File: src/design/rgbtb_pkg.sv
// ----------------------------------------------------------------------------
// rgbtb_pkg
// Shared types and constants of the 3x3 trimmed-mean RGB blur.
// ----------------------------------------------------------------------------
package rgbtb_pkg;

   // register file
   localparam int FRAME_WIDTH_W  = 11;
   localparam int FRAME_HEIGHT_W = 12;
   localparam int CSR_DATA_W     = 12;

   localparam logic [FRAME_WIDTH_W-1:0]  FRAME_WIDTH_RESET  = 11'd640;
   localparam logic [FRAME_HEIGHT_W-1:0] FRAME_HEIGHT_RESET = 12'd480;

   // smallest frame side that has an interior
   localparam int MIN_DIM = 3;

   typedef enum logic [0:0] {
      CSR_FRAME_WIDTH  = 1'b0,
      CSR_FRAME_HEIGHT = 1'b1
   } csr_index_type;

   // result positions
   localparam int ROW_W     = 12;
   localparam int OUT_COL_W = 10;

   // divide by 7 as multiply by ceil(2^15/7), exact below 5461
   localparam int          DIV7_SHIFT = 15;
   localparam logic [12:0] DIV7_MUL   = 13'd4682;
   localparam int          TRIM_W     = 11;
   localparam int          CHAN_MAX   = 255;

   // result queue
   localparam int RSP_DEPTH = 16;

   typedef struct packed {
      logic [7:0] red;
      logic [7:0] green;
      logic [7:0] blue;
   } pix_type;

   typedef struct packed {
      logic [7:0] in_red;
      logic [7:0] in_green;
      logic [7:0] in_blue;
   } req_type;

   typedef struct packed {
      logic [7:0]           out_red;
      logic [7:0]           out_green;
      logic [7:0]           out_blue;
      logic [ROW_W-1:0]     out_row;
      logic [OUT_COL_W-1:0] out_col;
      logic                 is_border;
      logic                 frame_done;
   } rsp_type;

endpackage

File: src/design/rgbtb_rsp_fifo.sv
// ----------------------------------------------------------------------------
// rgbtb_rsp_fifo
// Result queue: takes up to two results per clock (a filtered pixel and a
// border copy, in that order) and hands out one per transfer.
// ----------------------------------------------------------------------------
module rgbtb_rsp_fifo (
   input  logic               clock,
   input  logic               reset,
   input  logic               push_a_en,
   input  rgbtb_pkg::rsp_type push_a,
   input  logic               push_b_en,
   input  rgbtb_pkg::rsp_type push_b,
   input  logic               pop,
   output logic               not_empty,
   output rgbtb_pkg::rsp_type head
);

   localparam int AW = $clog2(rgbtb_pkg::RSP_DEPTH);

   rgbtb_pkg::rsp_type store_ff [rgbtb_pkg::RSP_DEPTH];
   logic [AW-1:0] wr_ptr_ff, wr_ptr_in;
   logic [AW-1:0] rd_ptr_ff, rd_ptr_in;
   logic [AW:0]   count_ff, count_in;
   logic [AW-1:0] wr_b_ptr;

   // pointer and fill bookkeeping
   always_comb begin
      wr_b_ptr  = push_a_en ? wr_ptr_ff + AW'(1) : wr_ptr_ff;
      wr_ptr_in = wr_ptr_ff + AW'(push_a_en) + AW'(push_b_en);
      rd_ptr_in = rd_ptr_ff + AW'(pop);
      count_in  = count_ff + (AW+1)'(push_a_en) + (AW+1)'(push_b_en) - (AW+1)'(pop);
   end

   always_ff @(posedge clock) begin
      if (reset) begin
         wr_ptr_ff <= '0;
         rd_ptr_ff <= '0;
         count_ff  <= '0;
      end else begin
         wr_ptr_ff <= wr_ptr_in;
         rd_ptr_ff <= rd_ptr_in;
         count_ff  <= count_in;
      end
   end

   // entry storage
   always_ff @(posedge clock) begin
      if (push_a_en) begin
         store_ff[wr_ptr_ff] <= push_a;
      end
      if (push_b_en) begin
         store_ff[wr_b_ptr] <= push_b;
      end
   end

   assign not_empty = (count_ff != '0);
   assign head      = store_ff[rd_ptr_ff];

endmodule

File: config.mk
export PLATFORM = sky130hd
export DESIGN_NAME = rgbtb_rsp_fifo
export DESIGN_NICKNAME = d
export VERILOG_FILES = /design/src/design/rgbtb_pkg.sv /design/src/design/rgbtb_rsp_fifo.sv
export SDC_FILE = /design/constraint.sdc
export NUM_CORES = 1
export LEC_CHECK = 0
export BUFFER_PORTS_ARGS = -buffer_cell sky130_fd_sc_hd__buf_4
export CAP_MARGIN = 20
export CORE_AREA = 8 8 266 268
export DETAILED_ROUTE_END_ITERATION = 7
export DIE_AREA = 0 0 274 276
export GPL_ROUTABILITY_DRIVEN = 1
export MAX_ROUTING_LAYER = met4
export PLACE_DENSITY = 0.77
export SLEW_MARGIN = 20
export SYNTH_ARGS = -nofsm -noshare
export SYNTH_HDL_FRONTEND = slang
export SYNTH_SLANG_ARGS = --single-unit
File: constraint.sdc
create_clock -name clock -period 8.1 [get_ports clock]
set_clock_uncertainty 0.1 [all_clocks]
set_input_delay 0.81 -clock clock [delete_from_list [all_inputs] [get_ports clock]]
set_output_delay 0.81 -clock clock [all_outputs]
set_load 0.03 [all_outputs]
# Word level (Yosys, flattened, before mapping)
# Memories as Yosys holds them, arrays and structs flattened. A register that Yosys moved wholly into a read port is not among the register bits.
# Index checks and enable logic that the tools add are counted.
[word_totals] regBits=13 ram_bits=768 n_memories=1 elab_cells=18
[classes] n_mux=6 add_sub_neg=7 reduce_logical=1
[mem_list] name="store_ff" depth=16 word_bits=48 read_ports=1 rd_clocked_by_memory_dff=1 wr=2 line_no="rgbtb_rsp_fifo.sv:20" rtl="rgbtb_pkg::rsp_type store_ff [rgbtb_pkg::RSP_DEPTH];"
[op_table] cell="4-bit by 1-bit adder with 4-bit output" n=3
[op_table] cell="5-bit by 1-bit adder with 5-bit output" n=2
[op_table] cell="4-bit 2-to-1 mux" n=2
[op_table] cell="5-bit nonzero test" n=1
[op_table] cell="5-bit by 1-bit subtractor with 5-bit output" n=1
[op_table] cell="4-bit by 1-bit adder with 4-bit output, second input constant" n=1
[op_table] cell="1-bit 2-to-1 mux" n=4

# Depth between registers and ports, before layout
[logic_depth] word_depth=3 ltp_mapped=9 depth_no_buf=8

# Least setup slack after synthesis
# Ideal clock, no wire load.
[synth_path] path_type="register to register" from="register wr_ptr_ff[0]" to="memory store_ff[11][0] (netlist name), enable pin" path_buffers=1 period_less_slack_ns=5.609 stages_incl_launch_ff=8 arrival_time_ns=4.982 setup_slack_ns=2.491 setup_time_ns=0.527 path_cell_list="dfxtp_1 > buf_2 > inv_1 > ha_1 > and3b_1 > o21a_1 > o21bai_1 > a21boi_0"
[synth_lines] item="from (decl)" line_no="rgbtb_rsp_fifo.sv:21" rtl="logic [AW-1:0] wr_ptr_ff, wr_ptr_in;"
[synth_lines] item="from (signal assigned)" line_no="rgbtb_rsp_fifo.sv:40" rtl="wr_ptr_ff <= wr_ptr_in;"
[synth_lines] item="to (decl)" line_no="rgbtb_rsp_fifo.sv:20"

==> results.sh <==
export IMPL_crit_path_end_kind="output port"
export IMPL_design_area_um2=43600
export IMPL_gp_congestion=0.781
export IMPL_slew_headroom=0.213
export IMPL_io_pins=150
export IMPL_async_flop_share=0
export IMPL_clockBufferDepth=3
export IMPL_vdd_drop_max_v=0.000171
export IMPL_clock_tree_root_cell="clkbuf_16"
export IMPL_grt_pass1_wl_um=153000
export IMPL_yosys_warnings=0
export IMPL_worst_r2r_path_depth=7
export IMPL_setup_viol=0
export IMPL_power_density_nw_per_um2=225
export IMPL_start_util=0.593
export IMPL_p_sw_frac=0.251
export IMPL_drv_cap=0
export IMPL_remaining_drc_errors=0
export IMPL_drtIter0Drc=2737
export IMPL_ys_seq_area_frac=0.590
export IMPL_rsz0062_at_grt="no"
export IMPL_ant_nets=0
export IMPL_max_stage_delay_ns=1.08
export IMPL_busiest_layer="met2"
export IMPL_p_switching_mw=2.46
export IMPL_start_kind="flop"
export IMPL_hold_buffers=0
export IMPL_clkTransAtPathRegs_ns=0.06
export IMPL_nFillCells=4550
export IMPL_critical_path_slowest_cell="dfxtp_4"
export IMPL_reg2reg_slack_ns=4.24
export IMPL_dp_cells=3078
export IMPL_preCtsSetupSlack_ns=4.06
export IMPL_drtPass1Iterations=5
export IMPL_holdPathStages=2
export IMPL_syn_num_nets=2387
export IMPL_num_rows=95
export IMPL_tightestPinTransition_ns=1.18
export IMPL_final_common_cell="edfxtp_1"
export IMPL_antenna_found_initial=7
export IMPL_hold_end="count_ff[1]"
export IMPL_viasPerCell=6.88
export IMPL_finalCritPeriodShare=0.568
export IMPL_required_ns=7.19
export IMPL_port_buffers=149
export IMPL_synth_edf_count=768
export IMPL_regToRegEndpoint="store_ff[3][40]"
export IMPL_synth_top_area_cell="edfxtp_1"
export IMPL_cts_tree="built"
export IMPL_area_delta_synth_final_pct=10.3
export IMPL_critPathTopFamily="buffers and inverters"
export IMPL_min_from="reset"
export IMPL_internal_power_mw=7.35
export IMPL_grt_pass1_vias=23000
export IMPL_drive_gt1_frac=0.484
export IMPL_cp_max_fo=68
export IMPL_cp_cell_sequence="buf_4 -> mux4_2 -> a22oi_1 -> nand2_1 -> buf_4"
export IMPL_yosysTopAreaCellShare=0.584
export IMPL_final_cells=3236
export IMPL_synth_area_um2=39500
export IMPL_use_met2=0.442
export IMPL_ys_ff_latch=781
export IMPL_grt_use_met3=0.0432
export IMPL_htreeDepth=3
export IMPL_postCtsSetupBuffers=0
export IMPL_hold_viol=0
export IMPL_grt_max_degree=108
export IMPL_routed_wl_um=105000
export IMPL_die_h_um=276
export IMPL_worstSkewPairLatency_ns=0.63
export IMPL_synth_avg_cell_area_um2=17.4
export IMPL_die_w_um=274
export IMPL_cts_sinks=781
export IMPL_maxSlewViolCount=0
export IMPL_path_common_cell="buf_4"
export IMPL_ctsResizeCount=0
export IMPL_layout_nets=2406
export IMPL_most_common_layout_cells="edfxtp_1, mux2_2, mux4_2"
export IMPL_status="complete, no violations"
export IMPL_r2r_start="wr_ptr_ff[0]"
export IMPL_grt_use_met1=0.378
export IMPL_wl_per_cell_um=32.5
export IMPL_core_area_um2=66600
export IMPL_hpwl_um=50200
export IMPL_max_freq_ghz=0.217
export IMPL_synth_main_ff_cell="edfxtp_1"
export IMPL_p_seq_frac=0.485
export IMPL_cts_buffers=82
export IMPL_startpoint="rd_ptr_ff[1]"
export IMPL_worstSetupPathType="reg -> out"
export IMPL_grt_ovfl_total=0
export IMPL_comb_power_share=0.150
export IMPL_worst_slack_ns=3.50
export IMPL_vias=22300
export IMPL_postPlaceCellArea_um2=41000
export IMPL_die_area_um2=75600
export IMPL_syn_instance_count=2271
export IMPL_grtUsageTotal=0.281
export IMPL_fin_tns_setup_ns=0
export IMPL_power_leakage_nw=14.2
export IMPL_min_period_ns=4.60
export IMPL_critPathArrivalTime_ns=3.69
export IMPL_clkPwrFrac=0.365
export IMPL_hold_path_class="in -> reg"
export IMPL_synth_area_leaders="edfxtp_1, mux2_2, mux4_2"
export IMPL_synth_cell_types=46
export IMPL_crit_buf_inv=2
-- layer usage --
layer,vias to the layer above,part of all wire
li1,9199,-
met1,11800,0.40
met2,1117,0.49
met3,187,0.081
met4,0,0.027
met5,-,0
-- cell usage after synthesis (all sizes together) (2+ instances only) --
cell type	instances
ha	12
a22oi	96
fa	3
and4b	2
nand2	62
clkbuf	136
xnor2	3
and2	3
and3	5
xor2	2
a21oi	3
o21a	4
nand3	3
nor2b	10
mux4	192
buf	109
dfxtp	13
and3b	5
nor3	11
o21bai	2
o21ba	2
inv	11
edfxtp	768
o21ai	10
mux2	768
nor2	13
a211oi	2
nor3b	6
a21o	9
-- worst max path at each step --
stage,endpoint,slack [ns],cells after the start
final,head[11],3.50,5
after global routing,head[26],3.19,5
after CTS,head[26],3.38,5
after detailed placement,head[26],4.06,5
after global placement,head[26],4.10,5
after floorplan,store_ff[11][0],2.49,7
-- final cells by class --
type | instances | area (um^2) | share of cell area
Antenna cell | 9 | 22.5 | 0.000517
Clock buffer | 114 | 2250 | 0.0515
Clock inverter | 34 | 241 | 0.00554
Inverter | 11 | 41.3 | 0.000948
Multi-Input combinational cell | 1234 | 15200 | 0.349
Sequential cell | 781 | 23300 | 0.535
Tap cell | 873 | 1090 | 0.0251
Timing Repair Buffer | 180 | 1380 | 0.0316
-- cells by family after synthesis --
kind of cell | after synthesis | share of synthesized area
buffers and inverters | 256 | 0.0310
and+or+nand+nor | 124 | 0.0164
adders and majority gates | 15 | 0.00532
AOI/OAI and AO/OA | 130 | 0.0257
DFF | 781 | 0.590
xor gates and xnor gates | 5 | 0.00111
muxes | 960 | 0.330
-- sequential cells by signal, indices dropped and copies added, names as in the netlist --
signal	cells
store_ff	768
count_ff	5
rd_ptr_ff	4
wr_ptr_ff	4
-- through the flow --
step | util | power (mW) | hold slack [ns]
floorplan | - | 5.82 | 0.429
global placement | 0.616 | 6.25 | 0.506
detailed placement | 0.616 | 6.31 | 0.519
CTS | 0.654 | 9.84 | 0.352
global route | 0.655 | 10.1 | 0.374
finish | 0.655 | 9.81 | 0.377
-- power by group through the flow --
stage | registers (mW) | clock network, mW | logic [mW]
global route | 4.77 | 3.77 | 1.55
global placement | 4.83 | 0 | 1.42
finish | 4.76 | 3.58 | 1.47
floorplan | 4.80 | 0 | 1.02
CTS | 4.76 | 3.61 | 1.47
detailed placement | 4.84 | 0 | 1.46
Note: power is estimated with default switching activity, not from simulation.
