$ cat config.mk
export PLATFORM = sky130hd
export DESIGN_NAME = rgbtb_trim
export DESIGN_NICKNAME = d
export VERILOG_FILES = /design/src/design/rgbtb_pkg.sv /design/src/design/rgbtb_trim.sv
export SDC_FILE = /design/constraint.sdc
export NUM_CORES = 2
export LEC_CHECK = 0
export ABC_AREA = 1
export BUFFER_PORTS_ARGS = -buffer_cell sky130_fd_sc_hd__buf_2
export CORE_MARGIN = 1
export CORE_UTILIZATION = 35
export DETAILED_ROUTE_END_ITERATION = 10
export HOLD_SLACK_MARGIN = 0.15
export REMOVE_ABC_BUFFERS = 1
export SYNTH_ARGS = -nofsm -noshare
export SYNTH_HDL_FRONTEND = slang
export SYNTH_SLANG_ARGS = --single-unit
$ cat constraint.sdc
create_clock -name clock -period 9.8 [get_ports clock]
set_input_delay 0 -clock clock [delete_from_list [all_inputs] [get_ports clock]]
set_output_delay 0 -clock clock [all_outputs]
set_load 0.03 [all_outputs]
$ cat src/design/rgbtb_pkg.sv
// ----------------------------------------------------------------------------
// rgbtb_pkg
// Shared types and constants of the 3x3 trimmed-mean RGB blur.
// ----------------------------------------------------------------------------
package rgbtb_pkg;

   // register file
   localparam int FRAME_WIDTH_W  = 11;
   localparam int FRAME_HEIGHT_W = 12;
   localparam int CSR_DATA_W     = 12;

   localparam logic [FRAME_WIDTH_W-1:0]  FRAME_WIDTH_RESET  = 11'd640;
   localparam logic [FRAME_HEIGHT_W-1:0] FRAME_HEIGHT_RESET = 12'd480;

   // smallest frame side that has an interior
   localparam int MIN_DIM = 3;

   typedef enum logic [0:0] {
      CSR_FRAME_WIDTH  = 1'b0,
      CSR_FRAME_HEIGHT = 1'b1
   } csr_index_type;

   // result positions
   localparam int ROW_W     = 12;
   localparam int OUT_COL_W = 10;

   // divide by 7 as multiply by ceil(2^15/7), exact below 5461
   localparam int          DIV7_SHIFT = 15;
   localparam logic [12:0] DIV7_MUL   = 13'd4682;
   localparam int          TRIM_W     = 11;
   localparam int          CHAN_MAX   = 255;

   // result queue
   localparam int RSP_DEPTH = 16;

   typedef struct packed {
      logic [7:0] red;
      logic [7:0] green;
      logic [7:0] blue;
   } pix_type;

   typedef struct packed {
      logic [7:0] in_red;
      logic [7:0] in_green;
      logic [7:0] in_blue;
   } req_type;

   typedef struct packed {
      logic [7:0]           out_red;
      logic [7:0]           out_green;
      logic [7:0]           out_blue;
      logic [ROW_W-1:0]     out_row;
      logic [OUT_COL_W-1:0] out_col;
      logic                 is_border;
      logic                 frame_done;
   } rsp_type;

endpackage

$ cat src/design/rgbtb_trim.sv
// ----------------------------------------------------------------------------
// rgbtb_trim
// Trimmed mean of a 3x3 window: sum of nine pixels per channel minus the
// darkest (last on ties) and brightest (first on ties) pixel, divided by 7.
// Two register stages; the quotient is formed from the second stage.
// ----------------------------------------------------------------------------
module rgbtb_trim (
   input  logic                       clock,
   input  rgbtb_pkg::pix_type [8:0]   win,
   output rgbtb_pkg::pix_type         mean
);

   typedef struct packed {
      logic [9:0]         lum;
      rgbtb_pkg::pix_type px;
   } node_type;

   // later operand wins ties for the minimum
   function automatic node_type lo_pick(input node_type a, input node_type b);
      return (b.lum <= a.lum) ? b : a;
   endfunction

   // earlier operand wins ties for the maximum
   function automatic node_type hi_pick(input node_type a, input node_type b);
      return (b.lum > a.lum) ? b : a;
   endfunction

   node_type [8:0]            node1_ff;
   logic [2:0][11:0]          sum1_in;
   logic [2:0][11:0]          sum1_ff;
   node_type [8:0]            node1_in;
   node_type [3:0]            lo_a, hi_a;
   node_type [1:0]            lo_b, hi_b;
   node_type                  lo_c, hi_c, lo_d, hi_d;
   logic [2:0][rgbtb_pkg::TRIM_W-1:0] trim2_in;
   logic [2:0][rgbtb_pkg::TRIM_W-1:0] trim2_ff;
   logic [2:0][23:0]          prod;
   logic [2:0][8:0]           quot;
   logic [2:0][7:0]           chan_out;

   // stage 1: intensities and channel sums
   always_comb begin
      sum1_in = '0;
      for (int k = 0; k < 9; k++) begin
         node1_in[k].px  = win[k];
         node1_in[k].lum = 10'(win[k].red) + 10'(win[k].green) + 10'(win[k].blue);
         sum1_in[0] = sum1_in[0] + 12'(win[k].red);
         sum1_in[1] = sum1_in[1] + 12'(win[k].green);
         sum1_in[2] = sum1_in[2] + 12'(win[k].blue);
      end
   end

   always_ff @(posedge clock) begin
      node1_ff <= node1_in;
      sum1_ff  <= sum1_in;
   end

   // stage 2: order-keeping min/max tree, then trim the two extremes
   always_comb begin
      for (int p = 0; p < 4; p++) begin
         lo_a[p] = lo_pick(node1_ff[2*p], node1_ff[2*p+1]);
         hi_a[p] = hi_pick(node1_ff[2*p], node1_ff[2*p+1]);
      end
      for (int p = 0; p < 2; p++) begin
         lo_b[p] = lo_pick(lo_a[2*p], lo_a[2*p+1]);
         hi_b[p] = hi_pick(hi_a[2*p], hi_a[2*p+1]);
      end
      lo_c = lo_pick(lo_b[0], lo_b[1]);
      hi_c = hi_pick(hi_b[0], hi_b[1]);
      lo_d = lo_pick(lo_c, node1_ff[8]);
      hi_d = hi_pick(hi_c, node1_ff[8]);
      trim2_in[0] = rgbtb_pkg::TRIM_W'(sum1_ff[0] - 12'(lo_d.px.red)   - 12'(hi_d.px.red));
      trim2_in[1] = rgbtb_pkg::TRIM_W'(sum1_ff[1] - 12'(lo_d.px.green) - 12'(hi_d.px.green));
      trim2_in[2] = rgbtb_pkg::TRIM_W'(sum1_ff[2] - 12'(lo_d.px.blue)  - 12'(hi_d.px.blue));
   end

   always_ff @(posedge clock) begin
      trim2_ff <= trim2_in;
   end

   // divide by 7 and clamp
   always_comb begin
      for (int ch = 0; ch < 3; ch++) begin
         prod[ch] = 24'(trim2_ff[ch]) * 24'(rgbtb_pkg::DIV7_MUL);
         quot[ch] = prod[ch][rgbtb_pkg::DIV7_SHIFT +: 9];
         chan_out[ch] = (quot[ch] > 9'(rgbtb_pkg::CHAN_MAX)) ?
                        8'(rgbtb_pkg::CHAN_MAX) : quot[ch][7:0];
      end
      mean.red   = chan_out[0];
      mean.green = chan_out[1];
      mean.blue  = chan_out[2];
   end

endmodule

# Word level (Yosys, flattened, before mapping)
# Cells that the tools add are included.
# word_totals
out_inout_bits	24
reg_bits	372
inputBits	217
word_cells	131
# op_classes
muxes	19
n_mul	3
add_sub_neg	48
n_lt_le_gt_ge	19
# ops
cell	count
34-bit two-way mux	14
11-bit by 8-bit adder with 11-bit output	15
9-bit by 8-bit adder with 10-bit output	12
8-bit by 8-bit adder with 9-bit output	12
10-bit > comparator	8
10-bit <= comparator	8
11-bit by 12-bit multiplier with 23-bit output (second input constant)	3
11-bit by 8-bit subtractor with 11-bit output	6
24-bit two-way mux	2
10-bit by 8-bit adder with 11-bit output	3
9-bit by 8-bit > comparator with 1-bit output (second input constant)	3
8-bit two-way mux	3

# Depth between registers and ports, before layout
# depth
ltp_word	10
ltp_mapped	67
ltp_nobuf	61

# Worst setup path after synthesis
# No wires, ideal clock.
# synth_timing
kind	register -> register
from	register node1_ff[33] in the netlist's numbering
to	register trim2_ff[21] in the netlist's numbering
arrival_ns	8.584
n_path_buf	5
path_stages_with_launch	58
setup_slack_ns	1.144
setup_ns	0.072
synth_period_minus_slack_ns	8.656
required_time_ns	9.728
cell_sequence	dfxtp_1 -> inv_1 -> ha_1 -> a21o_1 -> nor2_1 -> nand3_2 -> nand2_4 -> clkbuf_1 -> clkbuf_1 -> a21oi_1 -> ha_1 -> nand4_1 -> inv_1 -> nand2_1 -> inv_1 -> nand2_1 -> nor2_1 -> nand4_2 -> (+22 left out) -> buf_1 -> nand2_1 -> nand2_1 -> fa_1 -> inv_1 -> ha_1 -> nor2_1 -> fa_1 -> nand3b_1 -> and2_1 -> nor2_1 -> o21ai_0 -> nand2_1 -> a21oi_1 -> o21bai_1 -> nand2_1 -> nand3_1 -> xnor2_1
# synth_rtl
element	line	source
from (decl)	rgbtb_trim.sv:28	node_type [8:0] node1_ff;
from (signal assigned)	rgbtb_trim.sv:54	node1_ff <= node1_in;
to (signal assigned)	rgbtb_trim.sv:78	trim2_ff <= trim2_in;
to (decl)	rgbtb_trim.sv:36	logic [2:0][rgbtb_pkg::TRIM_W-1:0] trim2_ff;

==> out/qor.csv <==
metric,value,unit
placedInstanceArea,0.03404,sq mm
grt_max_degree,50,
detail_route.iter0.violations,2351,
design.portCount,241,
core.rowCount,109,
slew_violations,0,
portBuffers,240,
start_util,35.53,%
route.final.wire_length,110.4,mm
area_added_between_synthesis_and_finish,21.28,%
ys_ff_latch,372,
total_grt_usage,24.15,%
report.final.hold_viol_count,0,
grt_antenna_before_repair,3,
yosys-top-cells-area,"sky130_fd_sc_hd__dfxtp_1, sky130_fd_sc_hd__fa_1, sky130_fd_sc_hd__ha_1",
critPathArrivalTime,9630,ps
postSynth.asyncResetShare,0,%
floorplan.core_area,0.08878,sq mm
post_route_cells_drive_above_1_share,9.899,%
post_synth_instance_area,0.03154,sq mm
critical_path_peak_fanout,18,
die_y,302.2,microns
crit_path_end_kind,register,
final_routed_wire_length_divided_by_cell_count,20.34,microns
final_common_cell,sky130_fd_sc_hd__inv_1,
slew-limit-headroom,41.15,%
setup-violations-final,0,
nNetsFinal,5200,
clk_transition_reported_paths,60,ps
avgSynthCellArea,8.412,sq um
worstHoldEndpoint,node1_ff[68],
fin_skew,14.34,ps
grt-ovfl-total,0,
grt_pass1_wl,162.1,mm
worstHoldPathType,in2reg,
timing.hold.worst.start,win[48],
worst_hold_slack,151.5,ps
achievable-frequency,109.1,MHz
place.detailed.hpwl,89.92,mm
cts.sink_count,372,
worst-endpoint-required,10270,ps
cts-buffers-inserted,43,
detail_route.drc_violations,0,
clockBufferDepth,3,
setup.reg_to_reg.worst_slack,630,ps
detailedRoute.firstPassIterationCount,6,
final_cell_mix,"sky130_fd_sc_hd__inv_1, sky130_fd_sc_hd__nand2_1, sky130_fd_sc_hd__ha_1",
min_delay_path_depth,2,
final_cells,5429,
run_status,completed,
avgViaCountPerCell,4.936,
crit_top_cell,sky130_fd_sc_hd__o21ai_0,
synth_top_area_share,23.61,%
max-cap-violations,0,
synth_top_flop_cell,sky130_fd_sc_hd__dfxtp_1,
layout.cell_area.non_filler,0.03826,sq mm
capture_point_of_the_worst_reg_to_reg_path,trim2_ff[20],
yosys_warnings,0,
critical_path.max_stage_delay,600,ps
antenna_left,0,
fraction_of_the_yosys_area_taken_by_sequential_cells,23.61,%
synth_largest_area_cell,sky130_fd_sc_hd__dfxtp_1,
r2r_start,node1_ff[237],
gp_congestion,0.9554,
timing.final.crit_period,9166,ps
cp_slowest_cell,sky130_fd_sc_hd__or4_1,
tritoncts_clock_tree,built,
type_of_the_worst_setup_path,reg2reg,
timing.reg2reg.worst_path_depth,48,
fp.dieW,302.2,microns
timing_worst_slew_pin_value,873.5,ps
clock_tree.htree_level_count,2,
totalNegativeSetupSlack,0,ps
yosysUniqueCellTypes,48,
synth_cells,3750,
min_period_over_period,93.53,%
grt_pass1_vias,26130,
layout.filler_cells,8767,
ctsRootBufferMaster,sky130_fd_sc_hd__clkbuf_16,
dr_total_vias,26800,
worstSetupStartpointType,register,
placedCellCount,5091,
clkLatencyLatePin,580,ps
number_of_enable_flip_flop_cells_after_synthesis,0,
die_area,0.09133,sq mm
## how the worst max path moves through the flow
stage / to / depth (start not counted) / slack [ps] / startpoint
2_1_floorplan: trim2_ff[21] / 51 / -2880 / node1_ff[163]
3_3_place_gp: trim2_ff[32] / 45 / 430 / node1_ff[169]
3_5_place_dp: trim2_ff[32] / 45 / 230 / node1_ff[169]
4_1_cts: trim2_ff[32] / 45 / 150 / node1_ff[169]
5_1_grt: trim2_ff[21] / 57 / -20 / node1_ff[233]
6_report: trim2_ff[20] / 48 / 630 / node1_ff[237]
## state kept, by name, summed over array words and instances, names as in the netlist
name,flops
node1_ff,306
sum1_ff,33
trim2_ff,33
## timing repair
item,4_1_cts,5_1_grt
hold endpoints to repair,290,0
buffers inserted,0,1
resized for setup,0,33
hold buffers,255,0
setup endpoints to repair,0,16
## through the flow
stage / utilization [%] / worst slack, ps
after CTS: 42.92 / 145.1
after global placement: 38.34 / 429.9
after detailed placement: 38.34 / 226.9
after floorplan: - / -2876
after global routing: 43.09 / -15.51
final: 43.09 / 634.3
## area by class of cell
cell class,instances,area (sq um),area share [%]
flip-flops and latches,372,7447,19.47
inverters,630,2371,6.197
clock buffers,54,1210,3.163
repair buffers,536,4110,10.74
repair inverters,1,7.507,0.01962
well taps,1165,1458,3.810
multi-input cells,2645,21360,55.82
clock inverters,25,296.5,0.7751
diodes,1,2.502,0.006541
## cell usage after synthesis (29+ instances only)
master / count
sky130_fd_sc_hd__o21ai_0: 247
sky130_fd_sc_hd__xnor2_1: 33
sky130_fd_sc_hd__nor2_1: 227
sky130_fd_sc_hd__inv_1: 623
sky130_fd_sc_hd__a21oi_1: 237
sky130_fd_sc_hd__xor2_1: 88
sky130_fd_sc_hd__ha_1: 442
sky130_fd_sc_hd__dfxtp_1: 372
sky130_fd_sc_hd__clkbuf_1: 66
sky130_fd_sc_hd__fa_1: 312
sky130_fd_sc_hd__mux2i_1: 29
sky130_fd_sc_hd__nand2_1: 619
sky130_fd_sc_hd__nand3_1: 217
## routing by layer
metal	GRT usage, %	vias to the layer above	wire [microns]
met1	33.60	12580	50060
met5	0	-	10
met2	38.07	1019	48030
li1	-	13000	-
met4	8.682	2	4356
met3	3.397	191	7975
## cells by family after synthesis
group / count (synthesis) / share of synthesized area, %
and+or+nand+nor: 1131 / 15.10
adders and majority gates: 754 / 37.33
buffers and inverters: 734 / 9.044
AOI/OAI and AO/OA: 609 / 10.64
DFF: 372 / 23.61
xor gates and xnor gates: 121 / 3.360
muxes: 29 / 0.9202
## worst max-delay path: cells and delay by family, from the launching register on
family | cells | cell delay, ps
compound gates | 14 | 2720
simple gates | 19 | 2690
fa+ha+maj | 6 | 2010
buf+inv | 8 | 1190
flops | 1 | 300
xor+xnor | 1 | 140
Power is not shown: default switching activity piles up to over one toggle a cycle in this logic, so the estimate is an artifact.
